==> config.mk <==
export PLATFORM = sky130hd
export DESIGN_NAME = datapoint_tlv_record_parser_flat
export DESIGN_NICKNAME = d
export VERILOG_FILES = /design/src/tlvp_pkg.sv /design/src/tlvp_ifs.sv /design/src/tlvp_fifo.sv /design/src/tlvp_front.sv /design/src/tlvp_back.sv /design/src/datapoint_tlv_record_parser.sv /design/src/flat_wrapper.sv
export SDC_FILE = /design/constraint.sdc
export NUM_CORES = 1
export LEC_CHECK = 0
export BUFFER_PORTS_ARGS = -buffer_cell sky130_fd_sc_hd__buf_2
export CAP_MARGIN = 0
export CELL_PAD_IN_SITES_DETAIL_PLACEMENT = 1
export CELL_PAD_IN_SITES_GLOBAL_PLACEMENT = 2
export CORE_ASPECT_RATIO = 1.2
export CORE_MARGIN = 8
export CORE_UTILIZATION = 44
export DETAILED_ROUTE_END_ITERATION = 16
export PLACE_DENSITY_LB_ADDON = 0.05
export SETUP_SLACK_MARGIN = 0.05
export SYNTH_ARGS = -nofsm -noshare
export SYNTH_HDL_FRONTEND = slang
export SYNTH_SLANG_ARGS = --single-unit
export TNS_END_PERCENT = 50
==> constraint.sdc <==
create_clock -name clk -period 12.2 [get_ports clk]
set_clock_uncertainty 0.1 [all_clocks]
set_input_delay 0.61 -clock clk [delete_from_list [all_inputs] [get_ports clk]]
set_output_delay 0.61 -clock clk [all_outputs]
set_load 0.1 [all_outputs]
==> src/tlvp_pkg.sv <==
`default_nettype none
package tlvp_pkg;

  typedef enum logic [2:0] {
    PH_IDLE = 3'd0,
    PH_STAT = 3'd1,
    PH_SEQ  = 3'd2,
    PH_ID   = 3'd3,
    PH_TYPE = 3'd4,
    PH_LENH = 3'd5,
    PH_LENL = 3'd6,
    PH_VAL  = 3'd7
  } phase_t;

  typedef enum logic [2:0] {
    ST_OK        = 3'd0,
    ST_MALFORMED = 3'd1,
    ST_SHORT     = 3'd2,
    ST_LONG      = 3'd3,
    ST_OVERFLOW  = 3'd4,
    ST_VALLONG   = 3'd5
  } st_t;

  typedef enum logic [1:0] {
    OP_START = 2'd0,  // good header: open a frame
    OP_ABORT = 2'd1,  // bad header: report and go idle
    OP_BYTE  = 2'd2   // payload byte
  } op_t;

  localparam logic KIND_RECORD = 1'b0;
  localparam logic KIND_STATUS = 1'b1;

  localparam logic [2:0] TYPE_MAX_KNOWN = 3'd5;
  localparam logic [2:0] TYPE_UNKNOWN   = 3'd6;

  localparam int MIN_PAYLOAD_LEN = 2;
  localparam int REC_HEAD_LEN    = 4;
  localparam int WORD_BYTES      = 4;

  localparam int CMD_QUEUE_DEPTH = 2;
  localparam int RES_QUEUE_DEPTH = 2;

  typedef struct packed {
    op_t         op;
    st_t         status;
    logic [15:0] frame_length;
    logic [7:0]  data_byte;
  } cmd_t;

  typedef struct packed {
    logic        kind;
    st_t         status;
    logic [3:0]  record_index;
    logic [4:0]  record_count;
    logic [7:0]  point_id;
    logic [2:0]  point_type;
    logic [5:0]  value_length;
    logic [31:0] value_word;
    logic        value_flag;
    logic [7:0]  value_first;
    logic        last_of_item;
  } res_t;

endpackage
`default_nettype wire

==> src/tlvp_ifs.sv <==
`default_nettype none
interface tlvp_in_if;
  logic        valid;
  logic        ready;
  logic        mode;
  logic [15:0] frame_length;
  logic        header_valid;
  logic [7:0]  data_byte;

  modport source (output valid, mode, frame_length, header_valid, data_byte, input ready);
  modport sink   (input valid, mode, frame_length, header_valid, data_byte, output ready);
endinterface

interface tlvp_out_if;
  logic        valid;
  logic        ready;
  logic        kind;
  logic [2:0]  status;
  logic [3:0]  record_index;
  logic [4:0]  record_count;
  logic [7:0]  point_id;
  logic [2:0]  point_type;
  logic [5:0]  value_length;
  logic [31:0] value_word;
  logic        value_flag;
  logic [7:0]  value_first;
  logic        last_of_item;

  modport source (output valid, kind, status, record_index, record_count, point_id,
                  point_type, value_length, value_word, value_flag, value_first,
                  last_of_item, input ready);
  modport sink   (input valid, kind, status, record_index, record_count, point_id,
                  point_type, value_length, value_word, value_flag, value_first,
                  last_of_item, output ready);
endinterface
`default_nettype wire

==> src/tlvp_fifo.sv <==
`default_nettype none
module tlvp_fifo #(
  parameter int WIDTH = 8,
  parameter int DEPTH = 2
) (
  input  wire logic             clk,
  input  wire logic             rst,
  input  wire logic             in_valid,
  output logic                  in_ready,
  input  wire logic [WIDTH-1:0] in_data,
  output logic                  out_valid,
  input  wire logic             out_ready,
  output logic [WIDTH-1:0]      out_data
);
  localparam int PW = (DEPTH > 1) ? $clog2(DEPTH) : 1;
  localparam int CW = $clog2(DEPTH + 1);

  logic [WIDTH-1:0] slots [DEPTH];
  logic [PW-1:0]    wr_ptr;
  logic [PW-1:0]    rd_ptr;
  logic [CW-1:0]    count;
  logic             push;
  logic             pop;

  assign in_ready  = (count != CW'(DEPTH));
  assign out_valid = (count != '0);
  assign out_data  = slots[rd_ptr];
  assign push      = in_valid && in_ready;
  assign pop       = out_valid && out_ready;

  always_ff @(posedge clk) begin
    if (push) begin
      slots[wr_ptr] <= in_data;
    end
  end

  always_ff @(posedge clk) begin
    if (rst) begin
      wr_ptr <= '0;
      rd_ptr <= '0;
      count  <= '0;
    end else begin
      if (push) begin
        wr_ptr <= (wr_ptr == PW'(DEPTH - 1)) ? '0 : wr_ptr + 1'b1;
      end
      if (pop) begin
        rd_ptr <= (rd_ptr == PW'(DEPTH - 1)) ? '0 : rd_ptr + 1'b1;
      end
      case ({push, pop})
        2'b10:   count <= count + 1'b1;
        2'b01:   count <= count - 1'b1;
        default: count <= count;
      endcase
    end
  end
endmodule
`default_nettype wire

==> src/tlvp_front.sv <==
`default_nettype none
module tlvp_front #(
  parameter int MAX_PAYLOAD_LEN = 256
) (
  tlvp_in_if.sink          in_ch,
  output logic             cmd_valid,
  input  wire logic        cmd_ready,
  output tlvp_pkg::cmd_t   cmd
);
  import tlvp_pkg::*;

  assign cmd_valid   = in_ch.valid;
  assign in_ch.ready = cmd_ready;

  // Header checks are settled here so the back end only sees open/abort/byte.
  always_comb begin
    cmd.frame_length = in_ch.frame_length;
    cmd.data_byte    = in_ch.data_byte;
    cmd.status       = ST_OK;
    cmd.op           = OP_BYTE;
    if (!in_ch.mode) begin
      if (!in_ch.header_valid) begin
        cmd.op     = OP_ABORT;
        cmd.status = ST_MALFORMED;
      end else if (in_ch.frame_length < 16'(MIN_PAYLOAD_LEN)) begin
        cmd.op     = OP_ABORT;
        cmd.status = ST_SHORT;
      end else if (in_ch.frame_length > 16'(MAX_PAYLOAD_LEN)) begin
        cmd.op     = OP_ABORT;
        cmd.status = ST_LONG;
      end else begin
        cmd.op = OP_START;
      end
    end
  end
endmodule
`default_nettype wire

==> src/tlvp_back.sv <==
`default_nettype none
module tlvp_back #(
  parameter int MAX_PAYLOAD_LEN = 256,
  parameter int MAX_RECORDS     = 16,
  parameter int MAX_VALUE_LEN   = 32
) (
  input  wire logic            clk,
  input  wire logic            rst,
  input  wire logic            cmd_valid,
  output logic                 cmd_ready,
  input  wire tlvp_pkg::cmd_t  cmd,
  output logic                 res_valid,
  input  wire logic            res_ready,
  output tlvp_pkg::res_t       res
);
  import tlvp_pkg::*;

  localparam int PLW = $clog2(MAX_PAYLOAD_LEN + 1);
  localparam int RW  = $clog2(MAX_RECORDS + 1);
  localparam int LW  = $clog2(MAX_VALUE_LEN + 1);
  localparam int SW  = ((PLW > LW) ? PLW : LW) + 1;

  typedef struct packed {
    logic hit;
    st_t  st;
  } bnd_t;

  phase_t         phase, phase_next;
  logic [PLW-1:0] offset, offset_next;
  logic [PLW-1:0] plen, plen_next;
  logic [RW-1:0]  records_done, records_done_next;
  logic [7:0]     cur_id, cur_id_next;
  logic [2:0]     cur_type, cur_type_next;
  logic [7:0]     len_hi, len_hi_next;
  logic [LW-1:0]  cur_len, cur_len_next;
  logic [LW-1:0]  bytes_left, bytes_left_next;
  logic [31:0]    acc, acc_next;
  logic [7:0]     first, first_next;
  logic [2:0]     vcnt, vcnt_next;
  logic           pend, pend_next;
  st_t            pend_st, pend_st_next;

  logic [PLW-1:0] off1;
  logic [15:0]    full_len;
  logic [RW-1:0]  rd_inc;
  logic [7:0]     b;

  function automatic bnd_t boundary(input logic [PLW-1:0] off, input logic [RW-1:0] rd,
                                    input logic [PLW-1:0] len);
    bnd_t r;
    r.hit = 1'b1;
    r.st  = ST_OK;
    if (off >= len) begin
      r.st = ST_OK;
    end else if (rd >= RW'(MAX_RECORDS)) begin
      r.st = ST_OVERFLOW;
    end else if ((PLW + 1)'(off) + (PLW + 1)'(REC_HEAD_LEN) > (PLW + 1)'(len)) begin
      r.st = ST_MALFORMED;
    end else begin
      r.hit = 1'b0;
    end
    return r;
  endfunction

  function automatic res_t mk_status(input st_t st, input logic [RW-1:0] rd);
    res_t r;
    r              = '0;
    r.kind         = KIND_STATUS;
    r.status       = st;
    r.record_count = 5'(rd);
    r.last_of_item = 1'b1;
    return r;
  endfunction

  assign b        = cmd.data_byte;
  assign off1     = offset + 1'b1;
  assign full_len = {len_hi, b};
  assign rd_inc   = records_done + 1'b1;

  always_ff @(posedge clk) begin
    if (rst) begin
      phase        <= PH_IDLE;
      offset       <= '0;
      plen         <= '0;
      records_done <= '0;
      cur_id       <= '0;
      cur_type     <= '0;
      len_hi       <= '0;
      cur_len      <= '0;
      bytes_left   <= '0;
      acc          <= '0;
      first        <= '0;
      vcnt         <= '0;
      pend         <= 1'b0;
      pend_st      <= ST_OK;
    end else begin
      phase        <= phase_next;
      offset       <= offset_next;
      plen         <= plen_next;
      records_done <= records_done_next;
      cur_id       <= cur_id_next;
      cur_type     <= cur_type_next;
      len_hi       <= len_hi_next;
      cur_len      <= cur_len_next;
      bytes_left   <= bytes_left_next;
      acc          <= acc_next;
      first        <= first_next;
      vcnt         <= vcnt_next;
      pend         <= pend_next;
      pend_st      <= pend_st_next;
    end
  end

  always_comb begin
    bnd_t           bnd;
    logic           rec;
    logic [LW-1:0]  left_dec;
    phase_next        = phase;
    offset_next       = offset;
    plen_next         = plen;
    records_done_next = records_done;
    cur_id_next       = cur_id;
    cur_type_next     = cur_type;
    len_hi_next       = len_hi;
    cur_len_next      = cur_len;
    bytes_left_next   = bytes_left;
    acc_next          = acc;
    first_next        = first;
    vcnt_next         = vcnt;
    pend_next         = pend;
    pend_st_next      = pend_st;
    cmd_ready         = 1'b0;
    res_valid         = 1'b0;
    res               = '0;
    rec               = 1'b0;
    bnd               = '0;
    left_dec          = bytes_left - 1'b1;

    if (pend) begin
      // second result of the previous item: frame status after a record
      if (res_ready) begin
        res_valid = 1'b1;
        res       = mk_status(pend_st, records_done);
        pend_next = 1'b0;
      end
    end else if (cmd_valid && res_ready) begin
      cmd_ready = 1'b1;
      case (cmd.op)
        OP_START, OP_ABORT: begin
          offset_next       = '0;
          records_done_next = '0;
          cur_id_next       = '0;
          cur_type_next     = '0;
          len_hi_next       = '0;
          cur_len_next      = '0;
          bytes_left_next   = '0;
          acc_next          = '0;
          first_next        = '0;
          vcnt_next         = '0;
          plen_next         = PLW'(cmd.frame_length);
          if (cmd.op == OP_START) begin
            phase_next = PH_STAT;
          end else begin
            phase_next = PH_IDLE;
            res_valid  = 1'b1;
            res        = mk_status(cmd.status, '0);
          end
        end
        OP_BYTE: begin
          if (phase != PH_IDLE) begin
            offset_next = off1;
          end
          case (phase)
            PH_IDLE: ;
            PH_STAT: phase_next = PH_SEQ;
            PH_SEQ: begin
              bnd = boundary(off1, records_done, plen);
              if (bnd.hit) begin
                phase_next = PH_IDLE;
                res_valid  = 1'b1;
                res        = mk_status(bnd.st, records_done);
              end else begin
                phase_next = PH_ID;
              end
            end
            PH_ID: begin
              cur_id_next     = b;
              cur_len_next    = '0;
              bytes_left_next = '0;
              acc_next        = '0;
              first_next      = '0;
              vcnt_next       = '0;
              phase_next      = PH_TYPE;
            end
            PH_TYPE: begin
              cur_type_next = (b <= 8'(TYPE_MAX_KNOWN)) ? b[2:0] : TYPE_UNKNOWN;
              phase_next    = PH_LENH;
            end
            PH_LENH: begin
              len_hi_next = b;
              phase_next  = PH_LENL;
            end
            PH_LENL: begin
              if (full_len > 16'(MAX_VALUE_LEN)) begin
                phase_next = PH_IDLE;
                res_valid  = 1'b1;
                res        = mk_status(ST_VALLONG, records_done);
              end else if (SW'(off1) + SW'(full_len) > SW'(plen)) begin
                phase_next = PH_IDLE;
                res_valid  = 1'b1;
                res        = mk_status(ST_MALFORMED, records_done);
              end else if (full_len == 16'd0) begin
                cur_len_next = '0;
                rec          = 1'b1;
              end else begin
                cur_len_next    = LW'(full_len);
                bytes_left_next = LW'(full_len);
                phase_next      = PH_VAL;
              end
            end
            PH_VAL: begin
              if (vcnt == '0) begin
                first_next = b;
              end
              if (vcnt < 3'(WORD_BYTES)) begin
                acc_next  = {acc[23:0], b};
                vcnt_next = vcnt + 1'b1;
              end
              bytes_left_next = left_dec;
              if (left_dec == '0) begin
                rec = 1'b1;
              end
            end
            default: ;
          endcase

          if (rec) begin
            // record result from the updated value registers, then check the boundary
            res_valid          = 1'b1;
            res.kind           = KIND_RECORD;
            res.status         = ST_OK;
            res.record_index   = 4'(records_done);
            res.record_count   = 5'(rd_inc);
            res.point_id       = cur_id;
            res.point_type     = cur_type;
            res.value_length   = 6'(cur_len_next);
            res.value_word     = acc_next;
            res.value_flag     = (first_next != 8'd0);
            res.value_first    = first_next;
            records_done_next  = rd_inc;
            bnd = boundary(off1, rd_inc, plen);
            if (bnd.hit) begin
              phase_next       = PH_IDLE;
              res.last_of_item = 1'b0;
              pend_next        = 1'b1;
              pend_st_next     = bnd.st;
            end else begin
              phase_next       = PH_ID;
              res.last_of_item = 1'b1;
            end
          end
        end
        default: ;
      endcase
    end
  end
endmodule
`default_nettype wire

==> src/datapoint_tlv_record_parser.sv <==
`default_nettype none
// Streaming TLV record parser. Send a frame-start beat (mode 0) with the payload
// length and header-valid flag, then one payload beat per byte (status, sequence,
// then records of id, type, 16-bit big-endian length and value). Each completed
// record yields a record result; the frame closes with one status result, after
// which payload bytes are dropped until the next frame start. A frame start in
// the middle of a frame drops the old one silently. The parser takes one beat per
// cycle unless the output queue is full or a second result is pending. A beat that
// both completes a record and ends the frame has two results and holds the parser
// while the second goes out, since one result leaves per cycle on the output port;
// a two-entry queue between the input classifier and the parser and a two-entry
// output queue, both registered, absorb stalls on either side.
module datapoint_tlv_record_parser #(
  parameter int MAX_PAYLOAD_LEN = 256,
  parameter int MAX_RECORDS     = 16,
  parameter int MAX_VALUE_LEN   = 32
) (
  input  wire logic  clk,
  input  wire logic  rst,
  tlvp_in_if.sink    in_ch,
  tlvp_out_if.source out_ch
);
  import tlvp_pkg::*;

  cmd_t fe_cmd;
  cmd_t q_cmd;
  logic fe_valid;
  logic fe_ready;
  logic q_valid;
  logic q_ready;
  res_t be_res;
  res_t out_res;
  logic be_valid;
  logic be_ready;

  tlvp_front #(
    .MAX_PAYLOAD_LEN(MAX_PAYLOAD_LEN)
  ) u_front (
    .in_ch    (in_ch),
    .cmd_valid(fe_valid),
    .cmd_ready(fe_ready),
    .cmd      (fe_cmd)
  );

  tlvp_fifo #(
    .WIDTH($bits(cmd_t)),
    .DEPTH(CMD_QUEUE_DEPTH)
  ) u_cmd_q (
    .clk      (clk),
    .rst      (rst),
    .in_valid (fe_valid),
    .in_ready (fe_ready),
    .in_data  (fe_cmd),
    .out_valid(q_valid),
    .out_ready(q_ready),
    .out_data (q_cmd)
  );

  tlvp_back #(
    .MAX_PAYLOAD_LEN(MAX_PAYLOAD_LEN),
    .MAX_RECORDS    (MAX_RECORDS),
    .MAX_VALUE_LEN  (MAX_VALUE_LEN)
  ) u_back (
    .clk      (clk),
    .rst      (rst),
    .cmd_valid(q_valid),
    .cmd_ready(q_ready),
    .cmd      (q_cmd),
    .res_valid(be_valid),
    .res_ready(be_ready),
    .res      (be_res)
  );

  tlvp_fifo #(
    .WIDTH($bits(res_t)),
    .DEPTH(RES_QUEUE_DEPTH)
  ) u_res_q (
    .clk      (clk),
    .rst      (rst),
    .in_valid (be_valid),
    .in_ready (be_ready),
    .in_data  (be_res),
    .out_valid(out_ch.valid),
    .out_ready(out_ch.ready),
    .out_data (out_res)
  );

  assign out_ch.kind         = out_res.kind;
  assign out_ch.status       = out_res.status;
  assign out_ch.record_index = out_res.record_index;
  assign out_ch.record_count = out_res.record_count;
  assign out_ch.point_id     = out_res.point_id;
  assign out_ch.point_type   = out_res.point_type;
  assign out_ch.value_length = out_res.value_length;
  assign out_ch.value_word   = out_res.value_word;
  assign out_ch.value_flag   = out_res.value_flag;
  assign out_ch.value_first  = out_res.value_first;
  assign out_ch.last_of_item = out_res.last_of_item;
endmodule
`default_nettype wire
==> src/flat_wrapper.sv <==
// flat-port wrapper written by rule: the top's interface ports become plain ports
module datapoint_tlv_record_parser_flat import tlvp_pkg::*;
#(
  parameter int MAX_PAYLOAD_LEN = 256,
  parameter int MAX_RECORDS     = 16,
  parameter int MAX_VALUE_LEN   = 32
)
  (clk, rst, in_ch_valid, in_ch_mode, in_ch_frame_length, in_ch_header_valid, in_ch_data_byte, in_ch_ready, out_ch_valid, out_ch_kind, out_ch_status, out_ch_record_index, out_ch_record_count, out_ch_point_id, out_ch_point_type, out_ch_value_length, out_ch_value_word, out_ch_value_flag, out_ch_value_first, out_ch_last_of_item, out_ch_ready);
  tlvp_in_if in_ch_i ();
  tlvp_out_if out_ch_i ();
  input  wire logic clk;
  input  wire logic rst;
  input wire logic [$bits(in_ch_i.valid)-1:0] in_ch_valid;
  input wire logic [$bits(in_ch_i.mode)-1:0] in_ch_mode;
  input wire logic [$bits(in_ch_i.frame_length)-1:0] in_ch_frame_length;
  input wire logic [$bits(in_ch_i.header_valid)-1:0] in_ch_header_valid;
  input wire logic [$bits(in_ch_i.data_byte)-1:0] in_ch_data_byte;
  output wire logic [$bits(in_ch_i.ready)-1:0] in_ch_ready;
  output wire logic [$bits(out_ch_i.valid)-1:0] out_ch_valid;
  output wire logic [$bits(out_ch_i.kind)-1:0] out_ch_kind;
  output wire logic [$bits(out_ch_i.status)-1:0] out_ch_status;
  output wire logic [$bits(out_ch_i.record_index)-1:0] out_ch_record_index;
  output wire logic [$bits(out_ch_i.record_count)-1:0] out_ch_record_count;
  output wire logic [$bits(out_ch_i.point_id)-1:0] out_ch_point_id;
  output wire logic [$bits(out_ch_i.point_type)-1:0] out_ch_point_type;
  output wire logic [$bits(out_ch_i.value_length)-1:0] out_ch_value_length;
  output wire logic [$bits(out_ch_i.value_word)-1:0] out_ch_value_word;
  output wire logic [$bits(out_ch_i.value_flag)-1:0] out_ch_value_flag;
  output wire logic [$bits(out_ch_i.value_first)-1:0] out_ch_value_first;
  output wire logic [$bits(out_ch_i.last_of_item)-1:0] out_ch_last_of_item;
  input wire logic [$bits(out_ch_i.ready)-1:0] out_ch_ready;
  assign in_ch_i.valid = in_ch_valid;
  assign in_ch_i.mode = in_ch_mode;
  assign in_ch_i.frame_length = in_ch_frame_length;
  assign in_ch_i.header_valid = in_ch_header_valid;
  assign in_ch_i.data_byte = in_ch_data_byte;
  assign in_ch_ready = in_ch_i.ready;
  assign out_ch_valid = out_ch_i.valid;
  assign out_ch_kind = out_ch_i.kind;
  assign out_ch_status = out_ch_i.status;
  assign out_ch_record_index = out_ch_i.record_index;
  assign out_ch_record_count = out_ch_i.record_count;
  assign out_ch_point_id = out_ch_i.point_id;
  assign out_ch_point_type = out_ch_i.point_type;
  assign out_ch_value_length = out_ch_i.value_length;
  assign out_ch_value_word = out_ch_i.value_word;
  assign out_ch_value_flag = out_ch_i.value_flag;
  assign out_ch_value_first = out_ch_i.value_first;
  assign out_ch_last_of_item = out_ch_i.last_of_item;
  assign out_ch_i.ready = out_ch_ready;
  datapoint_tlv_record_parser #(.MAX_PAYLOAD_LEN(MAX_PAYLOAD_LEN), .MAX_RECORDS(MAX_RECORDS), .MAX_VALUE_LEN(MAX_VALUE_LEN)) u_core (.clk(clk), .rst(rst), .in_ch(in_ch_i), .out_ch(out_ch_i));
endmodule
Word-level counts from Yosys, hierarchy flattened
Memories as Yosys holds them, arrays and structs flattened. A register that Yosys moved wholly into a read port is not among the register bits. Index checks and enable logic that the tools add are counted.

Bitwise gates (word level): 1. Equality and inequality tests: 28. Add/subtract/negate cells: 14. Order comparisons: 10. Multiplexer cells: 116. Reductions and logical operators: 28.

Operators by type and width (number): $mux W72 (8); $pmux W72 S2 (2); $pmux W32 S2 (2); $pmux W8 S2 (4); $mux W1 (52); $mux W8 (6); $mux W6 (6); $pmux W6 S2 (3); $mux W3 (11); $mux W32 (1); $pmux W3 S2 (4); $gt A10 B9 Y1 (2); $reduce_and A4 Y1 (5); $pmux W3 S6 (1); $pmux W6 S3 (1); $pmux W9 S2 (1); $gt A16 B6 Y1 const B (1); $gt A16 B9 Y1 const B (1); $logic_not A16 Y1 (1); $lt A16 B2 Y1 const B (1); $reduce_and A5 Y1 (3); $eq A3 B3 Y1 const B (4); $ne A3 B3 Y1 const B (4); $add A9 B10 Y10 (1); other kinds (40) (72).

Word-level logic and storage cells: 219. Bits in writable memories: 202. Output and inout port bits: 74. Flip-flop bits (word level): 112. Memories kept: 2.

Memories: u_core.u_res_q.slots (depth 2, width 72, rd ports 1, clocked after Yosys merged registers in 1, wr ports 1, line tlvp_fifo.sv:18) `logic [WIDTH-1:0] slots [DEPTH];`; u_core.u_cmd_q.slots (depth 2, width 29, rd ports 1, clocked after Yosys merged registers in 1, wr ports 1, line tlvp_fifo.sv:18).

Longest topological paths before layout
Depth after elaboration: 19. Gate-level depth with buffers: 26. Gate-level depth less buffers: 24.

Hierarchy
A second synthesis with hierarchy kept.

Cells, all modules: 1285. Area, all modules: 14644.0 um^2.

By module, submodules not included: tlvp_back (cells an instance 881, times used 1, seq. area each 2062.0 um^2, area each 6623.9 um^2); tlvp_fifo at u_core.u_res_q (cells an instance 248, times used 1, seq. area each 4424.2 um^2, area each 5397.7 um^2); tlvp_fifo at u_core.u_cmd_q (cells an instance 114, times used 1, seq. area each 1841.8 um^2, area each 2308.5 um^2); tlvp_front (cells an instance 42, times used 1, seq. area each 0.0 um^2, area each 314.1 um^2).

Worst setup path after synthesis
No wires, ideal clock.

Path type: reg2reg. Start point: reg u_core.u_back.offset[1]. End point: mem u_core.u_res_q.slots[1][0] (netlist name), enable pin. Required time: 11.589 ns. Clock period less this slack: 7.796 ns. Cell stages (with the launch flop): 21. Library setup time: 0.511 ns. Arrival time: 7.185 ns. Buffers on the path: 0. Slack: 4.404 ns. Cell sequence: dfxtp_1 > ha_1 > nor2b_1 > or2_2 > ha_1 > nor2b_1 > o21ai_0 > a21boi_0 > o21ai_0 > nand2b_1 > a21o_1 > a21oi_1 > xnor2_1 > ha_1 > a21oi_1 > o2111ai_1 > a211o_1 > o21a_1 > o2111ai_1 > o211ai_2 > nor2b_1.

Word-level cells in the longest chain between the ends: 19. Elaborated cells on any way between the ends: 30. Those cells by class: add/sub: 3; order compare: 3; mux: 23; reduce/logical: 1.

RTL lines: from (decl) (line tlvp_back.sv:29) `logic [PLW-1:0] offset, offset_next;`; from (signal assigned) (line tlvp_back.sv:98) `offset <= offset_next;`; $add A9 B1 Y9 (*) (line tlvp_back.sv:76) `assign off1 = offset + 1'b1;`; $add A9 B3 Y10 (line tlvp_back.sv:57) `end else if ((PLW + 1)'(off) + (PLW + 1)'(REC_HEAD_LEN) > (PLW + 1)'(len)) begin`; $gt A10 B9 Y1 (line tlvp_back.sv:57); $mux W1 (line tlvp_back.sv:57); $mux W1 (line tlvp_back.sv:55) `end else if (rd >= RW'(MAX_RECORDS)) begin`; $mux W1 (line tlvp_back.sv:53) `if (off >= len) begin`; $mux W1 (line tlvp_back.sv:173) `case (phase)`; $mux W1 (line tlvp_back.sv:148) `case (cmd.op)`; [... 3 more ...]; $pmux W1 S2 (line tlvp_back.sv:173); $mux W1 (*) (line tlvp_back.sv:237) `if (rec) begin`; $pmux W1 S2 (*) (line tlvp_back.sv:148); $mux W1 (*) (line tlvp_back.sv:146) `end else if (cmd_valid && res_ready) begin`; $mux W1 (*) (line tlvp_back.sv:139) `if (pend) begin`; $logic_and A1 B1 Y1 (*) (line tlvp_fifo.sv:28) `assign push = in_valid && in_ready;`; $mux W1 (*) (line tlvp_fifo.sv:32) `if (push) begin`; $mux W1 (not written as such) (*) (line tlvp_fifo.sv:33) `slots[wr_ptr] <= in_data;`; to (decl) (line tlvp_fifo.sv:18).

Every way passes the cells marked *; elsewhere a longest branch is shown, timed or not. The select of a mux whose other input is x is not followed.

Worst setup path after layout
Start point: reg u_core.u_back.offset[0]. End point: mem u_core.u_res_q.slots[0][34] (netlist name), enable pin.

The elaborated chain is that of the path after synthesis.

==> impl_metrics.ini <==
[sta]
slew_viol_final = 0
setup_viol = 0
fin_crit_sh = 0.538
slew_headroom = 0.268
fin_setup_tns_ns = 0
rsz0062_at_grt = no
finalWorstSetupSlack_ns = 5.63
max_freq_ghz = 0.152
hold_viol = 0
tightest_slew_ns = 1.10
fin_crit_ns = 6.57

[die]
boundaryPins = 104
dieHeight_um = 210
die_x_um = 177
rows = 71
core_sq_um = 31100
die_area_sq_um = 37100
start_util = 0.442

[final_layout]
final_common_cell = edfxtp_1
antennaDiodeCount = 0
syn2layout_area_growth_pct = 14.5
fin_cells = 1726
drive_gt1_frac = 0.205
fillers = 3339
fin_nets = 1375
fin_util = 0.506
layout_common_cells = edfxtp_1 (186), nor2_1 (171), dfxtp_1 (112)

[placed_design]
placed_cells = 1668
dp_slack_ns = 5.69
portBuffers = 103
dp_hpwl_um = 25200
gp_congestion = 0.841

[logic_synthesis]
synth_top_family_by_area = compound AO/OA/AOI/OAI gates
yosysWarningCount = 0
async_flop_share = 0
synth-adder-area-share = 0.0415
synth_cells = 1213
ys_ff_latch = 299
synth_compound_area_frac = 0.130
syn_area_sq_um = 13700
synth-main-ff-cell = edfxtp_1
synthMuxAreaShare = 0.0824
synth.distinct_cells = 71
synthXorXnorAreaFrac = 0.0172
syn_area_per_cell_sq_um = 11.3
synth_enable_flop_cells = 186
syn-num-nets = 1288
seq_area_frac_synth = 0.571
synth-simple-area-share = 0.129

[global_routing]
grt_max_degree = 73
grt_pass1_vias = 10300
antenna_found_initial = 0
track_usage = 0.195
grt_pass1_wl_um = 57800
grt_overflow_total = 0

[route]
drt_iter0_markers = 482
via_per_inst = 5.67
drcViolationCount = 0
drtPass1Iterations = 5
wirelength_um = 36900
wl_per_cell_um = 21.4
drtAntennaViolNets = 0
num_vias = 9781

[power_and_ir_drop]
ir_worst_vdd_mv = 0.152
powerDensity_nw_per_um2 = 224
p_leak_nw = 5.41

[clock_tree]
cts-root-buf = clkbuf_16
htree_levels = 1
cts_buffer_depth = 3
cts_setup_buffers = 0
clk_latency_ns = 0.58
post_cts_resized = 0
cts_tree = done
cts_buffers = 31
postCtsHoldBufs = 0
cts.sinks = 299
clkTransAtPathRegs_ns = 0.06

[run_status]
status = completed

[worst_setup_path]
required_ns = 12.31
r2r_slack_ns = 5.63
end_kind = flop
path_max_fanout = 56
crit_arrival_ns = 6.67
path_class = reg2reg
worst_setup_path_start_kind = flop

[hold_path]
hold_path.class = in2reg

[run]
cap_violations = 0
cell type report:
cell class | instances | area [sq um] | area share
tap | 401 | 502 | 0.0319
multi-input combinational | 816 | 5530 | 0.352
clock buffer | 44 | 875 | 0.0556
timing repair buffer | 120 | 646 | 0.0411
clock inverter | 14 | 205 | 0.0130
inverter | 32 | 120 | 0.00764
sequential | 299 | 7850 | 0.499
report_power, final:
part           switching, mW  internal [mW]  leakage, nW
registers             0.0725           1.17         2.52
logic                  0.971          0.316         2.37
clock network          0.406          0.589        0.518
kinds of logic (layout without fill, tap and decap cells):
group,after synthesis,in the layout
buffers and inverters,98,210
AND/OR/NAND/NOR,376,376
adder cells (fa/ha/maj),45,45
multiplexers,101,101
XOR/XNOR,27,27
flip-flops,299,299
AO/OA/AOI/OAI,267,267
routing by layer:
metal,part of all wire,vias to the layer above,GRT usage
li1,-,4674,-
met1,0.42,4876,0.243
met2,0.51,179,0.341
met3,0.038,52,0.0270
met4,0.029,0,0.0651
met5,0,-,0
registers in the layout, summed over array words and instances (netlist names), 8 cells and up, named ones only:
signal,count
u_core.u_back.acc,32
u_core.u_res_q.slots,144
u_core.u_cmd_q.slots,42
u_core.u_back.offset,9
u_core.u_back.first,8
u_core.u_back.len_hi,8
u_core.u_back.cur_id,8
u_core.u_back.plen,9
through the flow:
stage | total power [mW] | area, sq um | hold WS, ns
finish | 3.52 | 15700 | 0.121
global route | 3.68 | 15700 | 0.107
CTS | 3.56 | 15700 | 0.0867
detailed placement | 2.56 | 14600 | 0.346
global placement | 2.54 | 14600 | 0.340
floorplan | 2.24 | 13700 | 0.331
worst paths after layout:
kind	end	cells after the start	from
worst max-delay path	u_core.u_res_q.slots[0][34]	21	u_core.u_back.offset[0]
worst min-delay path	u_core.u_cmd_q.slots[0][1]	1	in_ch_data_byte[1]
worst max register to register	u_core.u_res_q.slots[0][34]	21	u_core.u_back.offset[0]
worst min register to register	u_core.u_back.cur_id[7]	2	u_core.u_back.cur_id[7]
critical path: stages (launching register included):
cell	delay, ns
dfxtp_1	0.55
ha_1	0.39
nor2b_1	0.10
or2_2	0.34
ha_1	0.34
nor2b_1	0.15
o21ai_0	0.21
a21boi_0	0.17
o21ai_0	0.23
nand2b_1	0.12
a21o_1	0.19
a21oi_1	0.17
xnor2_1	0.15
ha_1	0.27
a21oi_1	0.18
o2111ai_1	0.15
a211o_1	0.39
o21a_1	0.29
o2111ai_1	0.15
o211ai_2	0.25
nor2_4	0.54
buf_4	0.72
cell usage after synthesis, drive strengths merged (5+ instances only):
master	instances	area share
a32oi	7	0.0045
a21o	6	0.0033
nand2b	12	0.0060
nand2	59	0.016
dfxtp	113	0.16
nand4	13	0.0059
a22oi	83	0.045
xor2	11	0.0070
o21ai	38	0.015
nor3	16	0.0062
xnor2	16	0.010
nand3	26	0.0095
inv	32	0.0087
nor2b	12	0.0055
mux2i	20	0.015
and3	21	0.0096
nor2	176	0.048
ha	44	0.040
a21oi	73	0.027
and2	7	0.0032
o211ai	5	0.0031
clkbuf	55	0.015
edfxtp	186	0.41
o21a	7	0.0038
nor4	7	0.0032
or3	9	0.0045
buf	11	0.0046
a211oi	18	0.0098
mux2	81	0.067
Power figures use the tool's default switching activity.
